--- src/polyline_point_at_length_assert.svh ---
// Assertion macros for the polyline point-at-length block.
// Needs a clock named clk and an active-low reset named rst_n in scope.
`ifndef POLYLINE_POINT_AT_LENGTH_ASSERT_SVH
`define POLYLINE_POINT_AT_LENGTH_ASSERT_SVH

// Check a property on every rising clock edge outside reset.
`define PPAL_ASSERT(lbl, prop, msg) \
    lbl: assert property (@(posedge clk) disable iff (!rst_n) (prop)) else $error(msg);

// Check that a condition never holds.
`define PPAL_NEVER(lbl, cond, msg) \
    lbl: assert property (@(posedge clk) disable iff (!rst_n) !(cond)) else $error(msg);

`endif

--- src/ppal_ram.sv ---
// Generic single-port RAM with registered read data.
// No dependencies.
module ppal_ram #(
    parameter int WIDTH = 8,
    parameter int DEPTH = 16
) (
    input  logic                                       clk,
    input  logic                                       we,
    input  logic [((DEPTH > 1) ? $clog2(DEPTH) : 1)-1:0] addr,
    input  logic [WIDTH-1:0]                           wdata,
    output logic [WIDTH-1:0]                           rdata
);

    logic [WIDTH-1:0] mem [DEPTH];

    // Read one entry per cycle and, when we is high, write it; the read returns the old data
    always_ff @(posedge clk)
    begin
        if (we)
        begin
            mem[addr] <= wdata;
        end
        rdata <= mem[addr];
    end

endmodule

--- config.mk ---
export PLATFORM = sky130hd
export DESIGN_NAME = ppal_ram
export DESIGN_NICKNAME = d
export VERILOG_FILES = /design/src/polyline_point_at_length_assert.svh /design/src/ppal_ram.sv
export SDC_FILE = /design/constraint.sdc
export NUM_CORES = 1
export LEC_CHECK = 0
export BUFFER_PORTS_ARGS = -buffer_cell sky130_fd_sc_hd__buf_2
export CAP_MARGIN = 10
export CORE_MARGIN = 2
export CORE_UTILIZATION = 36
export DETAILED_ROUTE_END_ITERATION = 12
export SYNTH_ARGS = -nofsm -noshare
export SYNTH_HDL_FRONTEND = slang
export SYNTH_SLANG_ARGS = --single-unit
--- constraint.sdc ---
create_clock -name clk -period 3.09 [get_ports clk]
set_clock_uncertainty 0.2 [all_clocks]
set_input_delay 0.309 -clock clk [delete_from_list [all_inputs] [get_ports clk]]
set_output_delay 0.309 -clock clk [all_outputs]
set_load 0.005 [all_outputs]
==> impl_metrics.env <==
export IMPL_fin_ws_ns=1.34
export IMPL_placed_cell_area_um2=5500
export IMPL_finalSetupViolCount=0
export IMPL_relSlewSlack_pct=45.0
export IMPL_setup_tns_ns=0
export IMPL_diodes=0
export IMPL_cts_made_buffers=17
export IMPL_core_region_area_um2=13800
export IMPL_grt_overflow_total=0
export IMPL_post_cts_resized=0
export IMPL_netlist_top_cells_count="128 x edfxtp_1, 32 x mux4_2, 16 x a22oi_1"
export IMPL_io_buffers=21
export IMPL_maxCapViolCount=0
export IMPL_clock_path_buffers=2
export IMPL_synthTopCellsByArea="edfxtp_1 76%, mux4_2 14%, dfxtp_1 3.2%"
export IMPL_cp_end_kind="register"
export IMPL_fp_dieH_um=123
export IMPL_hpwl_um=6550
export IMPL_power_density_nw_per_um2=699
export IMPL_std_cell_rows=43
export IMPL_async_flop_share_pct=0
export IMPL_first_global_vias=2511
export IMPL_finalHoldViolCount=0
export IMPL_grt_pass1_wl_um=15700
export IMPL_cp_required_ns=3.02
export IMPL_gp_congestion=0.772
export IMPL_status="complete, no violations"
export IMPL_first_pass_iters=4
export IMPL_vdd_drop_max_mv=0.386
export IMPL_grt_max_degree=29
export IMPL_total_leakage_power_nw=2.00
export IMPL_synth_edf_count=128
export IMPL_initial_utilization_pct=36.6
export IMPL_clk_latency_ns=0.42
export IMPL_holdCritPathClass="in -> reg"
export IMPL_drt_antenna_violating_nets=0
export IMPL_vias=2401
export IMPL_fin_cells=471
export IMPL_track_usage_pct=15.4
export IMPL_worstMarginPinSlew_ns=0.824
export IMPL_criticalPathCategory="in -> reg"
export IMPL_synth_cells=230
export IMPL_yosysMostFrequentCell="edfxtp_1"
export IMPL_layout_nets=293
export IMPL_post_synth_top_area_cell="edfxtp_1"
export IMPL_slowest_stage="buf_2"
export IMPL_final_area_um2=6090
export IMPL_syn_area_um2=5070
export IMPL_slew_violations=0
export IMPL_synth_top_area_share_pct=75.9
export IMPL_routedWlPerCell_um=21.7
export IMPL_cts_tree="built"
export IMPL_io_pins=22
export IMPL_cts_sinks=136
export IMPL_cts_repair_timing_setup_buffer_count=0
export IMPL_ys_flop_type="edfxtp_1"
export IMPL_die_area_um2=15000
export IMPL_yosysWarnings=0
export IMPL_fmax_ghz=0.571
export IMPL_dp_cells=440
export IMPL_dp_slack_ns=0.903
export IMPL_remaining_drc_errors=0
export IMPL_cts_root_buffer="clkbuf_16"
export IMPL_synth_seq_cells=136
export IMPL_period_minus_slack_ns=1.75
export IMPL_drive_above_1_share_pct=35.7
export IMPL_synth_nets=244
export IMPL_cp_arrival_ns=1.68
export IMPL_critPathLaunchType="primary input"
export IMPL_crit_fanout=28
export IMPL_fillCellCount=1179
export IMPL_antenna_found_initial=0
export IMPL_cp_cell_sequence="buf_2 -> nand2b_1 -> nor2_1 -> buf_4"
export IMPL_rsz0062_at_grt="false"
export IMPL_clk_transition_reported_paths_ns=0.06
export IMPL_syn_area_per_cell_um2=22.0
export IMPL_drt_total_wl_um=10200
export IMPL_ctsHoldBuffers=0
export IMPL_cts_htree_levels=4
export IMPL_ys_seq_area_share_pct=79.0
export IMPL_synth_cell_types=18
export IMPL_vias_per_cell=5.10
export IMPL_worst_path_largest_cell_delay_ns=0.52
export IMPL_dr_first_iter_drc_count=250
export IMPL_period_share_pct=56.6
export IMPL_syn_to_final_growth_pct=20.1
export IMPL_die_w_um=123
==> stage by stage <==
stage / hold slack (ns) / power [mW] / util [%]
floorplan: 0.208 / 2.22 / -
global placement: 0.455 / 2.31 / 39.8
detailed placement: 0.463 / 2.31 / 39.8
CTS: 0.0736 / 4.30 / 44.0
global route: 0.105 / 4.40 / 44.0
finish: 0.0937 / 4.25 / 44.0
==> layout by cell type (no fill, tap or decap) <==
cell type,instances
a22oi_1,16
and2_1,1
buf_12,1
buf_2,21
buf_4,19
bufinv_16,3
clkbuf_1,1
clkbuf_16,17
clkinv_2,4
clkinv_4,1
clkinvlp_4,5
dfxtp_1,8
edfxtp_1,128
mux4_2,32
nand2_1,9
nand2b_1,2
nand3_1,1
nand3b_1,2
nor2_1,13
nor2b_1,2
nor3_1,4
or3b_2,1
==> cell type report <==
cell class / count / area (µm²) / share of cell area, %
flip-flops and latches: 136 / 4000 / 65.8
multi-input cells: 83 / 1000 / 16.5
clock buffers: 18 / 429 / 7.05
well taps: 180 / 225 / 3.70
repair buffers: 41 / 268 / 4.40
clock inverters: 13 / 156 / 2.57
==> logic make-up after synthesis <==
kind of cell    after synthesis  synth area share, %
mux                          32                 14.2
buf+inv                      11                 1.19
compound gates               16                 2.37
flops                       136                 79.0
simple gates                 35                 3.21
==> worst max-delay path: cells and delay by family <==
family / cells / cell delay (ns)
buffers and inverters: 2 / 0.74
AND/OR/NAND/NOR: 2 / 0.62
==> flip-flops by register name, summed over array words and instances (netlist names) <==
register	cells
rdata	8
mem	128
==> power by group <==
part | internal, mW | switching [mW] | total (mW)
clock network | 1.26 | 0.732 | 1.99
registers | 2.06 | 0.0108 | 2.07
logic | 0.0813 | 0.112 | 0.193
total | 3.40 | 0.854 | 4.25
==> routing by layer <==
metal | part of all wire (%) | GRT usage (%)
met5 | 0 | 0
met4 | 1.3 | 7.18
met3 | 5.5 | 4.51
met2 | 50 | 23.5
met1 | 44 | 20.5
==> worst paths after layout <==
check,start,end,slack [ns],cells after the start
worst max-delay path,addr[1],mem[14][7],1.34,4
worst min-delay path,wdata[6],mem[6][6],0.09,1
worst max register to register,mem[3][3],rdata[3],1.47,3
worst min register to register,mem[12][2],rdata[2],0.47,3
No activity file was read; power rests on OpenSTA's default activity.
